<file path="src/design/i2cm_pkg.sv">
// shared types and constants for the i2c master byte engine
`timescale 1ns / 1ps

package i2cm_pkg;

  // command codes on the func field
  localparam logic [2:0] FUNC_START = 3'd1;
  localparam logic [2:0] FUNC_WRITE = 3'd2;
  localparam logic [2:0] FUNC_READ  = 3'd3;
  localparam logic [2:0] FUNC_STOP  = 3'd4;

  // segment lengths, stored as ticks left after the first one
  localparam logic [1:0] TICKS_SETUP = 2'd3;
  localparam logic [1:0] TICKS_HALF  = 2'd1;
  localparam logic [1:0] TICKS_ONE   = 2'd0;

  localparam logic [9:0] POLL_LIMIT_RESET = 10'd250;
  localparam logic [3:0] BITS_PER_BYTE    = 4'd8;

  typedef enum logic [2:0] {
    CMD_NONE,
    CMD_START,
    CMD_WRITE,
    CMD_READ,
    CMD_STOP
  } cmd_t;

  typedef enum logic [2:0] {
    OP_IDLE,
    OP_START,
    OP_WRITE,
    OP_READ,
    OP_STOP,
    OP_STOP_ERR
  } op_t;

  typedef enum logic [3:0] {
    PH_IDLE,
    PH_START_A,
    PH_START_B,
    PH_TX_LOW,
    PH_TX_HIGH,
    PH_TX_TAIL,
    PH_ACK_A,
    PH_ACK_B,
    PH_POLL,
    PH_RX_LOW,
    PH_RX_HIGH,
    PH_ANS_LOW,
    PH_ANS_HIGH,
    PH_STOP_A,
    PH_STOP_B,
    PH_STOP_C
  } phase_t;

  // one classified tick waiting for the sequencer
  typedef struct packed {
    cmd_t       cmd;
    logic [7:0] tx_byte;
    logic       last_byte;
    logic       sda_in;
  } item_t;

  // what the sequencer reports for one tick
  typedef struct packed {
    logic       scl;
    logic       sda;
    logic       busy;
    logic       done;
    logic       nack;
    logic [7:0] read_data;
  } res_t;

endpackage

</file>
<file path="src/design/i2c_master_byte_engine_top.sv">
// top level of the i2c master byte engine: queue, sequencer, result register
`timescale 1ns / 1ps

// Each input beat is one bus timebase tick (nominally 1 us) carrying an
// optional byte command and the sampled SDA level; each beat yields exactly
// one result beat with the SCL/SDA drives after that tick, busy, done, the
// nack error flag and the received byte. The block takes one beat per clock
// cycle while out_stall lets the result slot drain; each beat is held in the
// input queue, then stepped through the segment sequencer into the output
// register. The input queue is QUEUE_DEPTH beats deep, so stalls on the result
// side reach in_stall only once the queue has filled. Commands arriving while
// busy are ignored. The user must write the acknowledge poll limit through the
// cfg port only while no command is running; the block does not enforce this (reset 250).

module i2c_master_byte_engine_top #(
  parameter int QUEUE_DEPTH = 2
) (
  input  logic       clk,
  input  logic       rst_n,
  input  logic       in_valid,
  output logic       in_stall,
  input  logic [2:0] in_func,
  input  logic [7:0] in_dev_addr,
  input  logic       in_is_read,
  input  logic [7:0] in_data_byte,
  input  logic       in_last_byte,
  input  logic       in_sda_in,
  output logic       out_valid,
  input  logic       out_stall,
  output logic       out_scl_level,
  output logic       out_sda_level,
  output logic       out_busy_res,
  output logic       out_done_res,
  output logic       out_nack_error,
  output logic [7:0] out_read_data,
  input  logic       cfg_valid,
  output logic       cfg_ready,
  input  logic [9:0] cfg_data
);
  import i2cm_pkg::*;

  logic       q_valid;
  item_t      q_item;
  logic       step;
  res_t       res;
  res_t       res_r;
  logic       out_valid_r, out_valid_nxt;
  logic [9:0] poll_limit_r;

  assign cfg_ready = 1'b1;

  always_ff @(posedge clk) begin
    if (!rst_n) begin
      poll_limit_r <= POLL_LIMIT_RESET;
    end else if (cfg_valid && cfg_ready) begin
      poll_limit_r <= cfg_data;
    end
  end

  i2cm_front #(
    .DEPTH (QUEUE_DEPTH)
  ) u_front (
    .clk          (clk),
    .rst_n        (rst_n),
    .in_valid     (in_valid),
    .in_stall     (in_stall),
    .in_func      (in_func),
    .in_dev_addr  (in_dev_addr),
    .in_is_read   (in_is_read),
    .in_data_byte (in_data_byte),
    .in_last_byte (in_last_byte),
    .in_sda_in    (in_sda_in),
    .q_pop        (step),
    .q_valid      (q_valid),
    .q_item       (q_item)
  );

  // sequencer advances whenever a beat is queued and the result slot frees up
  assign step = q_valid && (!out_valid_r || !out_stall);

  i2cm_back u_back (
    .clk        (clk),
    .rst_n      (rst_n),
    .step       (step),
    .item       (q_item),
    .poll_limit (poll_limit_r),
    .res        (res)
  );

  always_comb begin
    if (step) begin
      out_valid_nxt = 1'b1;
    end else if (out_stall) begin
      out_valid_nxt = out_valid_r;
    end else begin
      out_valid_nxt = 1'b0;
    end
  end

  always_ff @(posedge clk) begin
    if (!rst_n) begin
      out_valid_r <= 1'b0;
    end else begin
      out_valid_r <= out_valid_nxt;
    end
  end

  always_ff @(posedge clk) begin
    if (step) begin
      res_r <= res;
    end
  end

  assign out_valid      = out_valid_r;
  assign out_scl_level  = res_r.scl;
  assign out_sda_level  = res_r.sda;
  assign out_busy_res   = res_r.busy;
  assign out_done_res   = res_r.done;
  assign out_nack_error = res_r.nack;
  assign out_read_data  = res_r.read_data;

`ifndef ASSERT_OFF
  // a finished command leaves the engine idle
  a_done_not_busy: assert property (@(posedge clk) disable iff (!rst_n)
    (out_valid && out_done_res) |-> !out_busy_res)
    else $error("done reported while still busy");

  // an error only comes at the end of the stop, with both lines released
  a_nack_end: assert property (@(posedge clk) disable iff (!rst_n)
    (out_valid && out_nack_error) |-> (out_done_res && out_scl_level && out_sda_level))
    else $error("nack error without completed stop");

  // received data is shown only on the finishing beat
  a_read_with_done: assert property (@(posedge clk) disable iff (!rst_n)
    (out_valid && (out_read_data != 8'd0)) |-> out_done_res)
    else $error("read data outside done beat");

  // the result slot is reloaded only when it is empty or being taken
  a_no_overwrite: assert property (@(posedge clk) disable iff (!rst_n)
    (out_valid && out_stall) |=> out_valid)
    else $error("stalled result beat lost");
`endif

endmodule

</file>
<file path="src/design/i2cm_front.sv">
// input side: decodes each tick beat and holds it in a short queue
`timescale 1ns / 1ps

module i2cm_front #(
  parameter int DEPTH = 2
) (
  input  logic             clk,
  input  logic             rst_n,
  input  logic             in_valid,
  output logic             in_stall,
  input  logic [2:0]       in_func,
  input  logic [7:0]       in_dev_addr,
  input  logic             in_is_read,
  input  logic [7:0]       in_data_byte,
  input  logic             in_last_byte,
  input  logic             in_sda_in,
  input  logic             q_pop,
  output logic             q_valid,
  output i2cm_pkg::item_t  q_item
);
  import i2cm_pkg::*;

  localparam int PTR_W = (DEPTH > 1) ? $clog2(DEPTH) : 1;
  localparam int CNT_W = $clog2(DEPTH + 1);

  item_t            q_mem [DEPTH];
  logic [PTR_W-1:0] wr_ptr_r, wr_ptr_nxt;
  logic [PTR_W-1:0] rd_ptr_r, rd_ptr_nxt;
  logic [CNT_W-1:0] count_r, count_nxt;
  logic             push;
  item_t            new_item;

  // classify the command and build the byte the bus will shift out
  always_comb begin
    new_item.last_byte = in_last_byte;
    new_item.sda_in    = in_sda_in;
    new_item.tx_byte   = '0;
    case (in_func)
      FUNC_START: begin
        new_item.cmd     = CMD_START;
        new_item.tx_byte = in_dev_addr + {7'd0, in_is_read};
      end
      FUNC_WRITE: begin
        new_item.cmd     = CMD_WRITE;
        new_item.tx_byte = in_data_byte;
      end
      FUNC_READ:  new_item.cmd = CMD_READ;
      FUNC_STOP:  new_item.cmd = CMD_STOP;
      default:    new_item.cmd = CMD_NONE;
    endcase
  end

  assign in_stall = (count_r == CNT_W'(DEPTH));
  assign push     = in_valid && !in_stall;
  assign q_valid  = (count_r != '0);
  assign q_item   = q_mem[rd_ptr_r];

  always_comb begin
    wr_ptr_nxt = wr_ptr_r;
    rd_ptr_nxt = rd_ptr_r;
    count_nxt  = count_r;
    if (push) begin
      wr_ptr_nxt = (wr_ptr_r == PTR_W'(DEPTH - 1)) ? '0 : wr_ptr_r + 1'b1;
    end
    if (q_pop) begin
      rd_ptr_nxt = (rd_ptr_r == PTR_W'(DEPTH - 1)) ? '0 : rd_ptr_r + 1'b1;
    end
    if (push && !q_pop) begin
      count_nxt = count_r + 1'b1;
    end else if (!push && q_pop) begin
      count_nxt = count_r - 1'b1;
    end
  end

  always_ff @(posedge clk) begin
    if (!rst_n) begin
      wr_ptr_r <= '0;
      rd_ptr_r <= '0;
      count_r  <= '0;
    end else begin
      wr_ptr_r <= wr_ptr_nxt;
      rd_ptr_r <= rd_ptr_nxt;
      count_r  <= count_nxt;
    end
  end

  always_ff @(posedge clk) begin
    if (push) begin
      q_mem[wr_ptr_r] <= new_item;
    end
  end

endmodule

</file>
<file path="src/design/i2cm_back.sv">
// bus sequencer: walks the scl/sda segments one tick beat at a time
`timescale 1ns / 1ps

module i2cm_back (
  input  logic             clk,
  input  logic             rst_n,
  input  logic             step,
  input  i2cm_pkg::item_t  item,
  input  logic [9:0]       poll_limit,
  output i2cm_pkg::res_t   res
);
  import i2cm_pkg::*;

  typedef struct packed {
    logic [1:0] ticks;
    logic       scl;
    logic       sda;
  } drive_t;

  function automatic drive_t drive_for(phase_t ph, logic txbit, logic ackm);
    drive_t d;
    d = '{ticks: TICKS_ONE, scl: 1'b1, sda: 1'b1};
    case (ph)
      PH_START_A:  d = '{ticks: TICKS_SETUP, scl: 1'b1, sda: 1'b1};
      PH_START_B:  d = '{ticks: TICKS_SETUP, scl: 1'b1, sda: 1'b0};
      PH_TX_LOW:   d = '{ticks: TICKS_HALF,  scl: 1'b0, sda: txbit};
      PH_TX_HIGH:  d = '{ticks: TICKS_HALF,  scl: 1'b1, sda: txbit};
      PH_TX_TAIL:  d = '{ticks: TICKS_HALF,  scl: 1'b0, sda: txbit};
      PH_ACK_A:    d = '{ticks: TICKS_ONE,   scl: 1'b0, sda: 1'b1};
      PH_RX_LOW:   d = '{ticks: TICKS_HALF,  scl: 1'b0, sda: 1'b1};
      PH_ANS_LOW:  d = '{ticks: TICKS_HALF,  scl: 1'b0, sda: ackm};
      PH_ANS_HIGH: d = '{ticks: TICKS_HALF,  scl: 1'b1, sda: ackm};
      PH_STOP_A:   d = '{ticks: TICKS_SETUP, scl: 1'b0, sda: 1'b0};
      PH_STOP_B:   d = '{ticks: TICKS_SETUP, scl: 1'b1, sda: 1'b0};
      PH_STOP_C:   d = '{ticks: TICKS_SETUP, scl: 1'b1, sda: 1'b1};
      default:     d = '{ticks: TICKS_ONE,   scl: 1'b1, sda: 1'b1};
    endcase
    return d;
  endfunction

  op_t        op_r, op_nxt;
  phase_t     ph_r, ph_nxt;
  logic [1:0] tick_r, tick_nxt;
  logic [3:0] bc_r, bc_nxt;
  logic [7:0] sh_r, sh_nxt;
  logic [9:0] poll_r, poll_nxt;
  logic       ackm_r, ackm_nxt;
  logic       scl_r, scl_nxt;
  logic       sda_r, sda_nxt;

  logic       ent;
  phase_t     ent_ph;
  logic       poll_chk;
  logic [9:0] poll_base;
  logic       fin;
  logic       fin_scl_low;
  drive_t     drv;
  logic       done;
  logic       err;
  logic       rd;

  always_ff @(posedge clk) begin
    if (!rst_n) begin
      op_r   <= OP_IDLE;
      ph_r   <= PH_IDLE;
      tick_r <= '0;
      bc_r   <= '0;
      sh_r   <= '0;
      poll_r <= '0;
      ackm_r <= 1'b0;
      scl_r  <= 1'b1;
      sda_r  <= 1'b1;
    end else if (step) begin
      op_r   <= op_nxt;
      ph_r   <= ph_nxt;
      tick_r <= tick_nxt;
      bc_r   <= bc_nxt;
      sh_r   <= sh_nxt;
      poll_r <= poll_nxt;
      ackm_r <= ackm_nxt;
      scl_r  <= scl_nxt;
      sda_r  <= sda_nxt;
    end
  end

  always_comb begin
    op_nxt      = op_r;
    ph_nxt      = ph_r;
    tick_nxt    = tick_r;
    bc_nxt      = bc_r;
    sh_nxt      = sh_r;
    poll_nxt    = poll_r;
    ackm_nxt    = ackm_r;
    scl_nxt     = scl_r;
    sda_nxt     = sda_r;
    ent         = 1'b0;
    ent_ph      = PH_IDLE;
    poll_chk    = 1'b0;
    poll_base   = poll_r;
    fin         = 1'b0;
    fin_scl_low = 1'b0;
    drv         = '{ticks: TICKS_ONE, scl: 1'b1, sda: 1'b1};
    done        = 1'b0;
    err         = 1'b0;
    rd          = 1'b0;

    if (op_r == OP_IDLE) begin
      case (item.cmd)
        CMD_START: begin
          op_nxt = OP_START;
          sh_nxt = item.tx_byte;
          bc_nxt = '0;
          ent    = 1'b1;
          ent_ph = PH_START_A;
        end
        CMD_WRITE: begin
          op_nxt = OP_WRITE;
          sh_nxt = item.tx_byte;
          bc_nxt = '0;
          ent    = 1'b1;
          ent_ph = PH_TX_LOW;
        end
        CMD_READ: begin
          op_nxt   = OP_READ;
          sh_nxt   = '0;
          bc_nxt   = '0;
          ackm_nxt = item.last_byte;
          ent      = 1'b1;
          ent_ph   = PH_RX_LOW;
        end
        CMD_STOP: begin
          op_nxt = OP_STOP;
          ent    = 1'b1;
          ent_ph = PH_STOP_A;
        end
        default: ;
      endcase
    end else if (ph_r == PH_POLL) begin
      poll_chk = 1'b1;
    end else if (tick_r != '0) begin
      tick_nxt = tick_r - 1'b1;
    end else begin
      case (ph_r)
        PH_START_A: begin
          ent    = 1'b1;
          ent_ph = PH_START_B;
        end
        PH_START_B: begin
          bc_nxt = '0;
          ent    = 1'b1;
          ent_ph = PH_TX_LOW;
        end
        PH_TX_LOW: begin
          ent    = 1'b1;
          ent_ph = PH_TX_HIGH;
        end
        PH_TX_HIGH: begin
          ent    = 1'b1;
          ent_ph = PH_TX_TAIL;
        end
        PH_TX_TAIL: begin
          sh_nxt = {sh_r[6:0], 1'b0};
          bc_nxt = bc_r + 1'b1;
          ent    = 1'b1;
          ent_ph = (bc_nxt >= BITS_PER_BYTE) ? PH_ACK_A : PH_TX_LOW;
        end
        PH_ACK_A: begin
          ent    = 1'b1;
          ent_ph = PH_ACK_B;
        end
        PH_ACK_B: begin
          // both lines released, first acknowledge sample on this beat
          ent       = 1'b1;
          ent_ph    = PH_POLL;
          poll_chk  = 1'b1;
          poll_base = '0;
        end
        PH_RX_LOW: begin
          ent    = 1'b1;
          ent_ph = PH_RX_HIGH;
        end
        PH_RX_HIGH: begin
          sh_nxt = {sh_r[6:0], item.sda_in};
          bc_nxt = bc_r + 1'b1;
          ent    = 1'b1;
          ent_ph = (bc_nxt >= BITS_PER_BYTE) ? PH_ANS_LOW : PH_RX_LOW;
        end
        PH_ANS_LOW: begin
          ent    = 1'b1;
          ent_ph = PH_ANS_HIGH;
        end
        PH_ANS_HIGH: begin
          fin         = 1'b1;
          fin_scl_low = 1'b1;
        end
        PH_STOP_A: begin
          ent    = 1'b1;
          ent_ph = PH_STOP_B;
        end
        PH_STOP_B: begin
          ent    = 1'b1;
          ent_ph = PH_STOP_C;
        end
        default: fin = 1'b1;
      endcase
    end

    if (ent) begin
      drv      = drive_for(ent_ph, sh_nxt[7], ackm_nxt);
      ph_nxt   = ent_ph;
      tick_nxt = drv.ticks;
      scl_nxt  = drv.scl;
      sda_nxt  = drv.sda;
    end

    if (poll_chk) begin
      poll_nxt = poll_base;
      if (!item.sda_in) begin
        fin         = 1'b1;
        fin_scl_low = 1'b1;
      end else if (poll_base >= poll_limit) begin
        // give up: one stop sequence, error flagged at its end
        op_nxt   = OP_STOP_ERR;
        drv      = drive_for(PH_STOP_A, sh_nxt[7], ackm_nxt);
        ph_nxt   = PH_STOP_A;
        tick_nxt = drv.ticks;
        scl_nxt  = drv.scl;
        sda_nxt  = drv.sda;
      end else begin
        poll_nxt = poll_base + 1'b1;
      end
    end

    if (fin) begin
      done     = 1'b1;
      err      = (op_r == OP_STOP_ERR);
      rd       = (op_r == OP_READ);
      op_nxt   = OP_IDLE;
      ph_nxt   = PH_IDLE;
      tick_nxt = '0;
      if (fin_scl_low) begin
        scl_nxt = 1'b0;
      end
    end

    res.scl       = scl_nxt;
    res.sda       = sda_nxt;
    res.busy      = (op_nxt != OP_IDLE);
    res.done      = done;
    res.nack      = err;
    res.read_data = (done && rd) ? sh_nxt : '0;
  end

endmodule
</file>
<file path="config.mk">
export PLATFORM = sky130hd
export DESIGN_NAME = i2c_master_byte_engine_top
export DESIGN_NICKNAME = d
export VERILOG_FILES = /design/src/design/i2cm_pkg.sv /design/src/design/i2c_master_byte_engine_top.sv /design/src/design/i2cm_front.sv /design/src/design/i2cm_back.sv
export SDC_FILE = /design/constraint.sdc
export NUM_CORES = 1
export LEC_CHECK = 0
export BUFFER_PORTS_ARGS = -buffer_cell sky130_fd_sc_hd__buf_2
export CORE_MARGIN = 5
export CORE_UTILIZATION = 59
export DETAILED_ROUTE_END_ITERATION = 10
export GPL_ROUTABILITY_DRIVEN = 0
export PLACE_DENSITY_LB_ADDON = 0.25
export SLEW_MARGIN = 0
export SYNTH_ARGS = -nofsm -noshare
export SYNTH_HDL_FRONTEND = slang
export SYNTH_HIERARCHICAL = 1
export SYNTH_SLANG_ARGS = --single-unit
</file>
<file path="constraint.sdc">
create_clock -name clk -period 5.35 [get_ports clk]
set_clock_uncertainty 0.2 [all_clocks]
set_input_delay 0 -clock clk [delete_from_list [all_inputs] [get_ports clk]]
set_output_delay 0 -clock clk [all_outputs]
set_load 0.01 [all_outputs]
</file>
==> flow_summary.yaml <==
status:
  status: "complete, no violations"
yosys:
  yosysMostFrequentCell: "nand2_1"
  synth_commonest_cells: "56 x nand2_1, 50 x dfxtp_1, 43 x nor2_1"
  ys.flop_type: "dfxtp_1"
  yosys_warnings: 6
  async_flop_share: 0
  yosysTopAreaCell: "edfxtp_1"
  ys_ff_latch: 89
  synth_nets: 584
  synth_edf_count: 39
  syn_area_per_cell_um2: 9.35
  synthTopCellsByArea: "edfxtp_1 24%, dfxtp_1 20%, nand2_1 4.2%"
  yosysSeqAreaShare: 0.437
  synthesis.area_um2: 4970
  syn_inst: 532
  yosysUniqueCellTypes: 73
  synth_top_area_frac: 0.235
route:
  routed_wl_um: 13200
  drtIter0Drc: 321
  ant_nets: 0
  drt_pass1_iterations: 5
  viasPerCell: 6.23
  vias: 4627
  wire_per_inst_um: 17.8
  drc: 0
clock_tree:
  clk_latency_ns: 0.35
  hold_buffers: 62
  clk_pin_slew_ns: 0.09
  cts_resized: 0
  cts_buffer_depth: 2
  numCtsBuffers: 9
  post_cts_buffers: 0
  cts_sinks: 89
  cts_root_buf: "clkbuf_8"
  cts_htree_levels: 3
  cts_tree: "yes"
cells_and_area:
  num_antenna_cells: 0
  final_core_util: 0.741
  layout.nets: 685
  drive_above_1_share: 0.157
  n_fill_cell: 574
  area_delta_synth_final_pct: 22.5
  multi_input_area_um2: 2600
  ff_latch_area_um2: 2170
power_and_ir_drop:
  p_switching_mw: 1.02
  peakVddDrop_mv: 0.284
  internal_power_mw: 1.53
  power.leakage_nw: 2.48
  p_clk_frac: 0.185
  swShare: 0.399
  sequentialPowerShare: 0.396
  p_comb_frac: 0.419
  finalPower_mw: 2.55
  powerDensity_nw_per_um2: 419
sta:
  finalSetupViolCount: 0
  hold_viol: 0
  max_freq_ghz: 0.242
  slew_headroom: 0.220
  timing.final.crit_share: 0.771
  fin_tns_setup_ns: 0
  worst_pin_slew_ns: 1.16
  period_needed_ns: 4.12
  whs_ns: 0.105
  slew_violations: 0
  rsz0062_at_grt: "false"
global_route:
  antenna_found_initial: 0
  grt-ovfl-total: 0
  grt_usage: 0.262
  first_global_vias: 4498
  grt_start_max_net_pins: 45
  grt_pass1_wl_um: 21400
setup_path:
  cp.arrival_ns: 4.17
  worst_ep_required_time_ns: 5.39
  critPathKind: "reg2reg"
  end_kind: "flop"
  startpoint_type: "flop"
  r2r_start: "u_back/op_r[1]"
  crit_start: "u_back/op_r[1]"
  path_max_fanout: 10
worst_hold_path:
  hold_path.class: "in2reg"
  worst_hold_startpoint: "in_dev_addr[4]"
floorplan:
  dieArea_um2: 10400
  coreArea_um2: 8220
  num_io_pins: 53
  std_cell_rows: 33
  start_util: 0.605
  die_x_um: 102
  die-height_um: 102
place:
  port_buffers: 51
  dp_hpwl_um: 8330
run:
  max_cap_violations: 0
-- critical path, stage by stage, from the launching register on --
cell	delay, ns
dfxtp_1	0.52
or3_1	0.37
nand2_1	0.18
nor3_1	0.57
nor2_1	0.12
ha_1	0.32
a211oi_1	0.34
o21ai_0	0.32
a2111oi_4	0.69
a21oi_1	0.15
a41o_1	0.23
-- flip-flops by register name (all words and copies together), names as in the netlist, 2 cells and up, named ones only --
name	cells
out_read_data	8
poll_limit_r	10
u_back/bc_r	4
u_back/op_r	3
u_back/ph_r	4
u_back/poll_r	10
u_back/sh_r	8
u_back/tick_r	2
u_front/count_r	2
u_front/q_mem	26
-- cell type report --
| class | count | share of cell area |
|---|---|---|
| well taps | 105 | 0.0216 |
| inverters | 25 | 0.0154 |
| clock inverters | 4 | 0.00493 |
| clock buffers | 12 | 0.0292 |
| repair buffers | 114 | 0.145 |
| multi-input cells | 394 | 0.427 |
| flip-flops and latches | 89 | 0.357 |
-- placed cells by master (no fill, tap or decap), drive strengths merged, types with 15 or more instances in the layout --
cell type / synthesis / layout
edfxtp: 39 / 39
dfxtp: 50 / 50
inv: 24 / 26
o21ai: 28 / 28
a21oi: 27 / 27
nand2: 56 / 56
dlygate4sd3: 0 / 62
nor2: 45 / 45
buf: 11 / 52
ha: 15 / 15
nand3: 18 / 18
-- power by group through the flow --
stage                     Clock [mW]  Combinational [mW]  Sequential, mW
after floorplan                    0               0.766           0.991
after global placement             0               0.963            1.01
after detailed placement           0               0.989            1.02
after CTS                      0.480                1.03            1.01
after global routing           0.510                1.16            1.03
final                          0.473                1.07            1.01
-- kinds of logic after synthesis --
family | after synthesis | share of synthesized area
mux | 26 | 0.0556
other cells | 1 | 0.000754
xor+xnor | 12 | 0.0211
simple gates | 208 | 0.217
compound gates | 132 | 0.188
buf+inv | 49 | 0.0433
fa+ha+maj | 15 | 0.0377
flops | 89 | 0.437
-- through the flow --
step / worst slack (ns) / area [um^2] / cells
3_3_place_gp: 1.54 / 5260 / 665
6_report: 1.23 / 6090 / 743
3_5_place_dp: 1.40 / 5260 / 665
2_1_floorplan: 1.54 / 4970 / 532
5_1_grt: 1.01 / 6090 / 743
4_1_cts: 1.39 / 6090 / 743
-- layer usage --
layer | track usage | wire (um) | share of wire
met1 | 0.312 | 5060 | 0.38
met4 | 0.143 | 590 | 0.045
met2 | 0.452 | 6670 | 0.50
met3 | 0.0451 | 921 | 0.070
met5 | 0 | 0 | 0
-- worst paths after layout --
| check | end | slack (ns) | cells after the start |
|---|---|---|---|
| worst max-delay path | u_back/poll_r[4] | 1.23 | 10 |
| worst min-delay path | u_front/q_mem[0][6] | 0.11 | 4 |
| worst max register to register | u_back/poll_r[4] | 1.23 | 10 |
| worst min register to register | u_back/bc_r[1] | 0.28 | 2 |
No activity file was read; power rests on OpenSTA's default activity.
